`src/design/dtws_pkg.sv`:
```
// Package for the DDS tuning word serializer: shared constants, codes and
// control types. No dependencies.
`timescale 1ns / 1ps

package dtws_pkg;

  localparam int unsigned VALUE_W       = 32;
  localparam int unsigned SCALE_W       = 48;
  localparam int unsigned SCALE_LO_W    = 24;
  localparam int unsigned SCALE_HI_W    = SCALE_W - SCALE_LO_W;
  localparam int unsigned PROD_W        = VALUE_W + SCALE_LO_W;
  localparam int unsigned FRAC_W        = 32;

  localparam int unsigned WORD_BITS_DEF   = 16;
  localparam int unsigned TUNING_BITS_DEF = 28;

  localparam logic [SCALE_W-1:0] SCALE_RESET = 48'd15372286728;

  // Command codes
  localparam logic FUNC_CTRL = 1'b0;
  localparam logic FUNC_FREQ = 1'b1;

  // Register tags in the top two bits of a frequency frame
  localparam logic [1:0] TAG_REG0 = 2'b01;
  localparam logic [1:0] TAG_REG1 = 2'b10;

  // Shared multiplier operations
  typedef enum logic [1:0] {
    MOP_IDLE,
    MOP_LO,
    MOP_HI,
    MOP_SUM
  } mul_op_e;

  // Serializer load control
  typedef struct packed {
    logic load;
    logic two_frames;
    logic reset_first;
  } ser_ctrl_t;

endpackage

```
`src/design/dtws_mul.sv`:
```
// Shared 32x24 multiplier with accumulator: forms value * scale over
// three steps. Depends on dtws_pkg.
`timescale 1ns / 1ps

module dtws_mul #(
  parameter int unsigned TUNING_BITS = dtws_pkg::TUNING_BITS_DEF
) (
  input  logic                             clk_i,
  input  dtws_pkg::mul_op_e                op_i,
  input  logic [dtws_pkg::VALUE_W-1:0]     value_i,
  input  logic [dtws_pkg::SCALE_W-1:0]     scale_i,
  output logic [TUNING_BITS-1:0]           tw_o
);

  localparam int unsigned ACC_W  = dtws_pkg::FRAC_W + TUNING_BITS;
  localparam int unsigned WIDE_W = dtws_pkg::PROD_W + ACC_W;

  logic [dtws_pkg::PROD_W-1:0]     prod_q, prod_d;
  logic [ACC_W-1:0]                acc_q, acc_d;
  logic [dtws_pkg::SCALE_LO_W-1:0] mul_b;
  logic [WIDE_W-1:0]               prod_wide;
  logic [WIDE_W-1:0]               prod_shift;

  assign mul_b = (op_i == dtws_pkg::MOP_HI)
               ? scale_i[dtws_pkg::SCALE_W-1:dtws_pkg::SCALE_LO_W]
               : scale_i[dtws_pkg::SCALE_LO_W-1:0];

  assign prod_wide  = {{ACC_W{1'b0}}, prod_q};
  assign prod_shift = prod_wide << dtws_pkg::SCALE_LO_W;

  always_comb begin
    prod_d = prod_q;
    acc_d  = acc_q;
    case (op_i)
      dtws_pkg::MOP_LO: begin
        prod_d = value_i * mul_b;
      end
      dtws_pkg::MOP_HI: begin
        prod_d = value_i * mul_b;
        acc_d  = prod_wide[ACC_W-1:0];
      end
      dtws_pkg::MOP_SUM: begin
        acc_d = acc_q + prod_shift[ACC_W-1:0];
      end
      default: begin
        prod_d = prod_q;
      end
    endcase
  end

  always_ff @(posedge clk_i) begin
    prod_q <= prod_d;
    acc_q  <= acc_d;
  end

  // Drop the fraction, keep the low tuning bits
  assign tw_o = acc_q[ACC_W-1:dtws_pkg::FRAC_W];

endmodule

```
`src/design/dtws_ser.sv`:
```
// Frame serializer: shifts one or two frames out MSB first, one bit per
// output word, through an output register. Depends on dtws_pkg.
`timescale 1ns / 1ps

module dtws_ser #(
  parameter int unsigned WORD_BITS = dtws_pkg::WORD_BITS_DEF
) (
  input  logic                   clk_i,
  input  logic                   rst_ni,
  input  dtws_pkg::ser_ctrl_t    ctrl_i,
  input  logic [2*WORD_BITS-1:0] data_i,
  output logic                   busy_o,
  output logic                   out_valid_o,
  input  logic                   out_ready_i,
  output logic                   serial_bit_o,
  output logic                   frame_start_o,
  output logic                   frame_end_o,
  output logic                   reset_pulse_o,
  output logic                   last_o
);

  localparam int unsigned SR_W = 2 * WORD_BITS;
  localparam int unsigned FC_W = $clog2(WORD_BITS);
  localparam logic [FC_W-1:0] FC_LAST = FC_W'(WORD_BITS - 1);

  logic [SR_W-1:0] sr_q, sr_d;
  logic [FC_W-1:0] fc_q, fc_d;
  logic            busy_q, busy_d;
  logic            second_q, second_d;
  logic            two_q, two_d;
  logic            rst_first_q, rst_first_d;
  logic            valid_q, valid_d;
  logic            advance;
  logic            at_start, at_end;

  assign advance  = busy_q && (!valid_q || out_ready_i);
  assign at_start = (fc_q == '0);
  assign at_end   = (fc_q == FC_LAST);

  always_comb begin
    sr_d        = sr_q;
    fc_d        = fc_q;
    busy_d      = busy_q;
    second_d    = second_q;
    two_d       = two_q;
    rst_first_d = rst_first_q;
    valid_d     = valid_q;
    if (out_ready_i) begin
      valid_d = 1'b0;
    end
    if (ctrl_i.load && !busy_q) begin
      sr_d        = data_i;
      fc_d        = '0;
      busy_d      = 1'b1;
      second_d    = 1'b0;
      two_d       = ctrl_i.two_frames;
      rst_first_d = ctrl_i.reset_first;
    end else if (advance) begin
      valid_d = 1'b1;
      sr_d    = {sr_q[SR_W-2:0], 1'b0};
      if (at_end) begin
        fc_d = '0;
        if (two_q && !second_q) begin
          second_d = 1'b1;
        end else begin
          busy_d = 1'b0;
        end
      end else begin
        fc_d = fc_q + 1'b1;
      end
    end
  end

  always_ff @(posedge clk_i or negedge rst_ni) begin
    if (!rst_ni) begin
      busy_q  <= 1'b0;
      valid_q <= 1'b0;
      fc_q    <= '0;
    end else begin
      busy_q  <= busy_d;
      valid_q <= valid_d;
      fc_q    <= fc_d;
    end
  end

  always_ff @(posedge clk_i) begin
    sr_q        <= sr_d;
    second_q    <= second_d;
    two_q       <= two_d;
    rst_first_q <= rst_first_d;
    if (advance) begin
      serial_bit_o  <= sr_q[SR_W-1];
      frame_start_o <= at_start;
      frame_end_o   <= at_end;
      reset_pulse_o <= rst_first_q && at_start && !second_q;
      last_o        <= at_end && (second_q || !two_q);
    end
  end

  assign busy_o      = busy_q;
  assign out_valid_o = valid_q;

endmodule

```
`src/design/dds_tuning_word_serializer_unit.sv`:
```
// Top level of the DDS tuning word serializer: command sequencer, scale
// register, shared multiplier and frame serializer. Depends on dtws_pkg,
// dtws_mul and dtws_ser.
//
// Usage:
//   Input channel (in_valid_i/in_ready_o) takes one command word: func_i,
//   freq_select_i, value_i. A control command (func 0) produces one frame of
//   WORD_BITS output words: the low WORD_BITS bits of value_i, MSB first, with
//   reset_pulse_o on the first. A frequency command (func 1) computes
//   tw = floor(value_i * scale / 2^32) mod 2^TUNING_BITS with the shared
//   32x24 multiplier (low partial, high partial, sum), then sends two tagged
//   frames, low half first: 2*WORD_BITS output words.
//   Output channel (out_valid_o/out_ready_i) carries one serial bit per word
//   with frame_start_o, frame_end_o and last_o marks.
//   Without a stall the serializer sends one bit per cycle.
//   in_ready_o stays low while a command is in flight; the last bit may still
//   wait in the output register while the next command is taken.
//   A stalled receiver holds the output word and freezes the shift register.
//   Reset clears the sequencer and output valid; the scale register returns
//   to the 75 MHz value. Write cfg_we_i/cfg_wdata_i only while idle.
`timescale 1ns / 1ps

module dds_tuning_word_serializer_unit #(
  parameter int unsigned WORD_BITS   = dtws_pkg::WORD_BITS_DEF,
  parameter int unsigned TUNING_BITS = dtws_pkg::TUNING_BITS_DEF
) (
  input  logic                          clk_i,
  input  logic                          rst_ni,
  input  logic                          cfg_we_i,
  input  logic [dtws_pkg::SCALE_W-1:0]  cfg_wdata_i,
  input  logic                          in_valid_i,
  output logic                          in_ready_o,
  input  logic                          func_i,
  input  logic                          freq_select_i,
  input  logic [dtws_pkg::VALUE_W-1:0]  value_i,
  output logic                          out_valid_o,
  input  logic                          out_ready_i,
  output logic                          serial_bit_o,
  output logic                          frame_start_o,
  output logic                          frame_end_o,
  output logic                          reset_pulse_o,
  output logic                          last_o
);

  localparam int unsigned HALF_BITS = WORD_BITS - 2;
  localparam int unsigned EXT_W     = TUNING_BITS + 2 * HALF_BITS;

  typedef enum logic [2:0] {
    ST_IDLE,
    ST_MUL_LO,
    ST_MUL_HI,
    ST_SUM,
    ST_LOAD
  } state_e;

  state_e                         state_q, state_d;
  logic [dtws_pkg::SCALE_W-1:0]   scale_q;
  logic [dtws_pkg::VALUE_W-1:0]   value_q;
  logic                           func_q;
  logic                           sel_q;

  dtws_pkg::mul_op_e              mul_op;
  logic [TUNING_BITS-1:0]         tw;
  logic [EXT_W-1:0]               tw_ext;
  logic [HALF_BITS-1:0]           half_lo, half_hi;
  logic [1:0]                     tag;
  logic [2*WORD_BITS-1:0]         ser_data;
  dtws_pkg::ser_ctrl_t            ser_ctrl;
  logic                           ser_busy;
  logic                           in_fire;

  // Accept only with the sequencer idle and the shift register empty
  assign in_ready_o = (state_q == ST_IDLE) && !ser_busy;
  assign in_fire    = in_valid_i && in_ready_o;

  always_comb begin
    state_d = state_q;
    case (state_q)
      ST_IDLE:   if (in_fire) begin
        state_d = (func_i == dtws_pkg::FUNC_FREQ) ? ST_MUL_LO : ST_LOAD;
      end
      ST_MUL_LO: state_d = ST_MUL_HI;
      ST_MUL_HI: state_d = ST_SUM;
      ST_SUM:    state_d = ST_LOAD;
      ST_LOAD:   state_d = ST_IDLE;
      default:   state_d = ST_IDLE;
    endcase
  end

  always_comb begin
    case (state_q)
      ST_MUL_LO: mul_op = dtws_pkg::MOP_LO;
      ST_MUL_HI: mul_op = dtws_pkg::MOP_HI;
      ST_SUM:    mul_op = dtws_pkg::MOP_SUM;
      default:   mul_op = dtws_pkg::MOP_IDLE;
    endcase
  end

  always_ff @(posedge clk_i or negedge rst_ni) begin
    if (!rst_ni) begin
      state_q <= ST_IDLE;
      scale_q <= dtws_pkg::SCALE_RESET;
    end else begin
      state_q <= state_d;
      if (cfg_we_i) begin
        scale_q <= cfg_wdata_i;
      end
    end
  end

  // Hold the command for the whole sequence
  always_ff @(posedge clk_i) begin
    if (in_fire) begin
      value_q <= value_i;
      func_q  <= func_i;
      sel_q   <= freq_select_i;
    end
  end

  dtws_mul #(
    .TUNING_BITS (TUNING_BITS)
  ) u_mul (
    .clk_i   (clk_i),
    .op_i    (mul_op),
    .value_i (value_q),
    .scale_i (scale_q),
    .tw_o    (tw)
  );

  // Split the tuning word into halves; bits past two halves drop
  assign tw_ext  = {{(2*HALF_BITS){1'b0}}, tw};
  assign half_lo = tw_ext[HALF_BITS-1:0];
  assign half_hi = tw_ext[2*HALF_BITS-1:HALF_BITS];
  assign tag     = sel_q ? dtws_pkg::TAG_REG1 : dtws_pkg::TAG_REG0;

  always_comb begin
    if (func_q == dtws_pkg::FUNC_FREQ) begin
      ser_data = {tag, half_lo, tag, half_hi};
    end else begin
      ser_data = {value_q[WORD_BITS-1:0], {WORD_BITS{1'b0}}};
    end
    ser_ctrl.load        = (state_q == ST_LOAD);
    ser_ctrl.two_frames  = (func_q == dtws_pkg::FUNC_FREQ);
    ser_ctrl.reset_first = (func_q == dtws_pkg::FUNC_CTRL);
  end

  dtws_ser #(
    .WORD_BITS (WORD_BITS)
  ) u_ser (
    .clk_i         (clk_i),
    .rst_ni        (rst_ni),
    .ctrl_i        (ser_ctrl),
    .data_i        (ser_data),
    .busy_o        (ser_busy),
    .out_valid_o   (out_valid_o),
    .out_ready_i   (out_ready_i),
    .serial_bit_o  (serial_bit_o),
    .frame_start_o (frame_start_o),
    .frame_end_o   (frame_end_o),
    .reset_pulse_o (reset_pulse_o),
    .last_o        (last_o)
  );

endmodule

```
`config.mk`:
```
export PLATFORM = sky130hd
export DESIGN_NAME = dds_tuning_word_serializer_unit
export DESIGN_NICKNAME = d
export VERILOG_FILES = /design/src/design/dtws_pkg.sv /design/src/design/dtws_mul.sv /design/src/design/dtws_ser.sv /design/src/design/dds_tuning_word_serializer_unit.sv
export SDC_FILE = /design/constraint.sdc
export NUM_CORES = 2
export LEC_CHECK = 0
export ABC_CLOCK_PERIOD_IN_PS = 15700
export BUFFER_PORTS_ARGS = -buffer_cell sky130_fd_sc_hd__buf_2
export CORE_MARGIN = 1.5
export CORE_UTILIZATION = 30
export DETAILED_ROUTE_END_ITERATION = 6
export RECOVER_POWER = 25
export SYNTH_ARGS = -nofsm -noshare
export SYNTH_HDL_FRONTEND = slang
export SYNTH_SLANG_ARGS = --single-unit
export TNS_END_PERCENT = 10
```
`constraint.sdc`:
```
create_clock -name clk_i -period 15.7 [get_ports clk_i]
set_input_delay 0 -clock clk_i [delete_from_list [all_inputs] [get_ports clk_i]]
set_output_delay 0 -clock clk_i [all_outputs]
set_load 0.01 [all_outputs]
```
### After elaboration in Yosys (flattened, before gate mapping)

Index checks and enable logic that the tools add are counted.

* bits in registers: 247
* logic and storage cells: 75
* bits of input ports: 87
* output and inout port bits: 7

* multipliers: 1
* bitwise gates (word level): 1
* reductions and logical operators: 22
* multiplexer cells: 20
* eq/ne operators: 10
* $add $sub $neg: 2

Operators by type and width (count)
* $pmux 60 s2: 1
* $mux 32: 3
* $add 60x60->60: 1
* $mul 32x24->56: 1
* $mux 24: 1
* $mux 4: 3
* $pmux 3 s4: 1
* $logic_and 1x1->1: 8
* $mux 1: 7
* $eq 3x2->1 const B: 2
* $mux 3: 2
* $pmux 2 s3: 1
* $reduce_and 3->1: 2
* $reduce_bool 2->1: 3
* $add 4x1->4 const B: 1
* $eq 2x2->1 const B: 2
* $eq 4x4->1 const B: 1
* $logic_not 1->1: 4
* $logic_not 4->1: 1
* $eq 3x1->1 const B: 1
* $eq 3x3->1 const B: 1
* $logic_not 3->1: 1
* $eq 2x1->1 const B: 1
* $logic_or 1x1->1: 2
* 5 further kinds: 5

### Logic depth before layout (Yosys ltp)

* word-level depth: 6
* depth in mapped cells: 32
* mapped depth without buffers: 27

### Cells and area by module

From an unflattened synthesis, not the netlist that was laid out.

* cells, all modules: 3650
* area, all modules: 35799.3 um^2

By module, submodules not included
* dtws_mul: instances 1, area each 30575.6 um^2, cells each 3343, sequential area each 2762.6 um^2
* dds_tuning_word_serializer_unit: instances 1, area each 3283.1 um^2, cells each 190, sequential area each 2314.7 um^2
* dtws_ser: instances 1, area each 1940.6 um^2, cells each 117, sequential area each 1341.3 um^2

### Least setup slack after synthesis

Ideal clock, no wire load.

* path kind: register to register
* from: register state_q[1]
* to: register u_mul.prod_q[46] (netlist name), data pin
* slack: 7.570 ns
* arrival time: 7.864 ns
* setup time: 0.266 ns
* cell stages (with the launch flop): 30
* clock period less this slack: 8.130 ns
* path buffers: 5
* required time: 15.434 ns
* cells stage by stage: dfrtp_1 -> clkbuf_1 -> nor2b_1 -> ha_1 -> clkbuf_1 -> clkbuf_1 -> mux2i_1 -> clkbuf_1 -> nor2b_1 -> fa_1 -> fa_1 -> inv_1 -> fa_1 -> fa_1 -> inv_1 -> fa_1 -> fa_1 -> inv_1 -> fa_1 -> inv_1 -> ha_1 -> buf_2 -> a21o_1 -> a211o_1 -> a2111oi_4 -> o21a_1 -> a221oi_2 -> a31oi_4 -> o21ai_1 -> xor2_1

* longest elaborated chain between the ends: 5
* elaborated cells between the ends (all ways): 7
* those cells by class: mul: 1; eq/ne: 4; mux: 2

Ends and longest elaborated chain
* start: declaration: line dds_tuning_word_serializer_unit.sv:56 `state_e state_q, state_d;`
* start signal: assignment: line dds_tuning_word_serializer_unit.sv:104 `state_q <= state_d;`
* $eq 3x2->1 or $eq 3x1->1 (tied branches): line dds_tuning_word_serializer_unit.sv:91 `case (state_q)`
* $pmux 2 s3 *: line dds_tuning_word_serializer_unit.sv:91
* $eq 2x2->1 *: line dtws_mul.sv:24, dtws_mul.sv:34
* $mux 24 *: line dtws_mul.sv:25 `? scale_i[dtws_pkg::SCALE_W-1:dtws_pkg::SCALE_LO_W]`
* $mul 32x24->56 *: line dtws_mul.sv:36, dtws_mul.sv:39
* end signal: assignment: line dtws_mul.sv:52 `prod_q <= prod_d;`
* end: declaration: line dtws_mul.sv:18 `logic [dtws_pkg::PROD_W-1:0] prod_q, prod_d;`

Mark *: on every way between the ends. The rest lies on a longest branch, timed or not.
A chain may end at the register's enable or synchronous reset.

### Worst setup path in the final report

Same ends and word-level chain as after synthesis.

==> impl_metrics.yaml <==
outcome:
  status: "complete, but fails checks"
  failing_checks: "max-capacitance violations, max-slew violations"
worst_setup_path:
  setup.worst_path.start: "state_q[1]$_DFFE_PN0P_"
  crit_path_max_fanout: 32
  worst-r2r-cell-count: 24
  rr_startpoint: "state_q[1]$_DFFE_PN0P_"
  timing.critical_path.cells: "nor2b_1 > ha_2 > mux2_2 > nand2_1 > fa_1 > fa_1 > inv_1 > fa_1 > inv_1 > fa_1 > inv_1 > fa_1 > fa_1 > inv_1 > fa_1 > inv_1 > ha_1 > nand4_2 > nor4_2 > o211ai_2 > a221oi_2 > a31oi_4 > o21ai_1 > xor2_1"
  cp_data_required_time_ns: 16.03
  setup.worst_path.class: "register to register"
  critPathTopFamily: "adder cells"
  crit_cells: 24
  critPathArrivalTime_ns: 9.34
  crit_path_end_kind: "register"
  timing.critical_path.from_type: "register"
  crit_top_cell: "fa_1"
  slack_of_the_worst_reg_to_reg_path_ns: 6.69
  worstPathBufferInverterCount: 5
  worst_path_largest_cell_delay_ns: 0.91
  cell_with_the_largest_stage_delay_on_the_worst_path: "mux2_2"
sta:
  setup_repair_after_global_routing_missed_its_margin: "no"
  setup_tns_ns: 0
  timing.fmax_mhz: 111
  setup_violations: 0
  final_min_period_over_clock_period_pct: 57.4
  timing.slew.headroom_pct: -134
  final_period_minus_worst_setup_slack_ns: 9.01
  timing_worst_slew_pin_value_ns: 3.52
  final-hold-violation-count: 0
  clock_skew_ns: 0.0502
  slew_violations: 58
  finalHoldWorstSlack_ns: 0.0941
final_layout:
  final_layout_size_suffix_gt1_share_pct: 8.16
  seqCellArea_um2: 6420
  layout-area-overhead-vs-synth_pct: 10.4
  area_of_the_multi_input_gates_um2: 25600
  fin_nets: 4684
  count_of_fill_cells_added_during_filler_insertion: 11900
placement:
  routabilityCongestion: 0.920
  dpl.hpwl_mm: 73.0
  portBuffers: 93
clock_tree:
  ctsRootBufferMaster: "clkbuf_16"
  clock_latency_ns: 0.62
  cts_tree: "yes"
  ctsHtreeMaxLevel: 1
  tritoncts_num_sinks: 223
  cts_resizes: 0
  clk_path_buf_depth: 3
  numCtsBuffers: 25
  clock_slew_at_reported_path_ffs_ns: 0.09
job:
  max_cap_viol_count: 1
route:
  wl_per_cell_um: 18.5
  drt_iter0_drc: 1734
  drt-vias-per-instance: 4.80
  drc: 0
  drt-total-wl_mm: 97.7
  ant_nets: 0
  num_vias: 25300
  detail_route.first_pass.iterations: 5
floorplanning:
  die_height_um: 347
  die-width_um: 347
  boundaryPins: 94
  core_area_um2: 118000
  placementRows: 126
  initial_cell_density_of_the_core_pct: 30.1
  die_area_um2: 120000
hold_path:
  hold_path.startpoint: "value_i[20]"
  timing.hold.worst.class: "input pin to register"
  hold_path_depth: 2
yosys:
  synth_most_common_cell: "inv_1"
  synth_seq_cells: 223
  number_of_enable_type_register_cells_in_the_synthesized_netlist: 165
  mean_instance_size_in_the_synthesized_netlist_um2: 9.72
  dominant_cells_by_area_after_synthesis: "fa_1 37%, edfxtp_1 14%, inv_1 7.9%"
  syn-cell-area_um2: 35500
  synth.yosys.warnings: 0
  synth_async_sr_flop_share_pct: 25.6
  synth_largest_type_area_fraction_pct: 37.2
  ys.flop_type: "edfxtp_1"
  post_synth_inst_count: 3652
  syn_nets: 4619
  netlist-cell-type-count: 85
  seq_area_frac_synth_pct: 18.1
  yosys.area.top_type: "fa_1"
  synth_commonest_cells: "748 x inv_1, 659 x fa_1, 477 x nand2_1"
global_route:
  grt_remaining_overflow: 0
  number_of_global_route_vias_before_repair: 27200
  grt_start_max_net_pins: 58
  first_pass_grt_wire_length_mm: 156
  track_usage_pct: 16.5
  antenna_violations_before_repair: 6
==> area by class of cell <==
type | instances | area share (%)
diodes | 3 | 0.0192
multi-input cells | 2495 | 65.3
flip-flops and latches | 223 | 16.4
well taps | 1536 | 4.90
repair buffers | 224 | 4.21
clock inverters | 14 | 0.332
clock buffers | 32 | 1.71
inverters | 748 | 7.16
==> state kept, by name (all words and copies together), names as in the netlist, 3 cells and up <==
signal and cells:
value_q 32, u_mul.acc_q 36, u_ser.fc_q 4, u_mul.prod_q 56, u_ser.sr_q 32, scale_q 48
state_q 3
==> through the flow <==
step	cell area, um^2	cells	worst slack (ns)	utilization, %
floorplan	35500	3652	7.57	-
global placement	37500	5141	6.81	31.9
detailed placement	37500	5141	6.68	31.9
CTS	39200	5272	6.67	33.3
global route	39200	5272	6.24	33.3
finish	39200	5275	6.69	33.3
==> kinds of logic (layout without fill, tap and decap cells) <==
logic type,count (synthesis),count (layout),share of synthesized area [%]
AND/OR/NAND/NOR,1085,1085,15.2
buffers and inverters,934,1018,10.0
adder cells (fa/ha/maj),880,880,44.9
AO/OA/AOI/OAI,340,340,6.33
flip-flops,223,223,18.1
multiplexers,113,113,3.51
XOR/XNOR,77,77,1.90
other,0,3,0
==> worst reg2reg max path: cells and delay by family (launching register included) <==
family,cells,cell delay (ns)
flip-flops,1,0.50
buffers and inverters,5,0.25
multiplexers,1,0.95
AND/OR/NAND/NOR,4,1.04
AO/OA/AOI/OAI,4,1.11
XOR/XNOR,1,0.09
adder cells (fa/ha/maj),9,4.80
==> what timing repair did <==
item,CTS,global route
setup buffers,0,0
endpoints found under the setup margin,0,0
hold buffers,85,0
endpoints found under the hold margin,131,0
==> placed cells by master (no fill, tap or decap), types with 85 or more instances in the layout <==
cell type      count
a21oi_1          115
and2_1           312
buf_2             88
dlygate4sd3_1     85
edfxtp_1         165
fa_1             659
ha_1             219
inv_1            748
mux2_2            91
nand2_1          477
nor2b_1           98
==> per-layer routing <==
layer	vias to the layer above	share of wire, %	track usage (%)
met2	753	48	28.2
li1	11300	-	-
met5	-	0.020	0
met4	2	3.1	4.71
met3	173	5.5	1.62
met1	13100	43	22.2
==> worst paths after layout <==
| kind | to |
|---|---|
| setup reg to reg | u_mul.prod_q[46]$_DFFE_PP_ |
| max in group asynchronous | scale_q[46]$_DFFE_PN0P_ |
| setup / recovery | u_mul.prod_q[46]$_DFFE_PP_ |
| min in group asynchronous | scale_q[16]$_DFFE_PN0P_ |
| hold / removal | value_q[20]$_DFFE_PP_ |
| hold reg to reg | u_ser.serial_bit_o$_DFFE_PP_ |
Power is not shown: default switching activity piles up to over one toggle a cycle in this logic, so the estimate is an artifact.
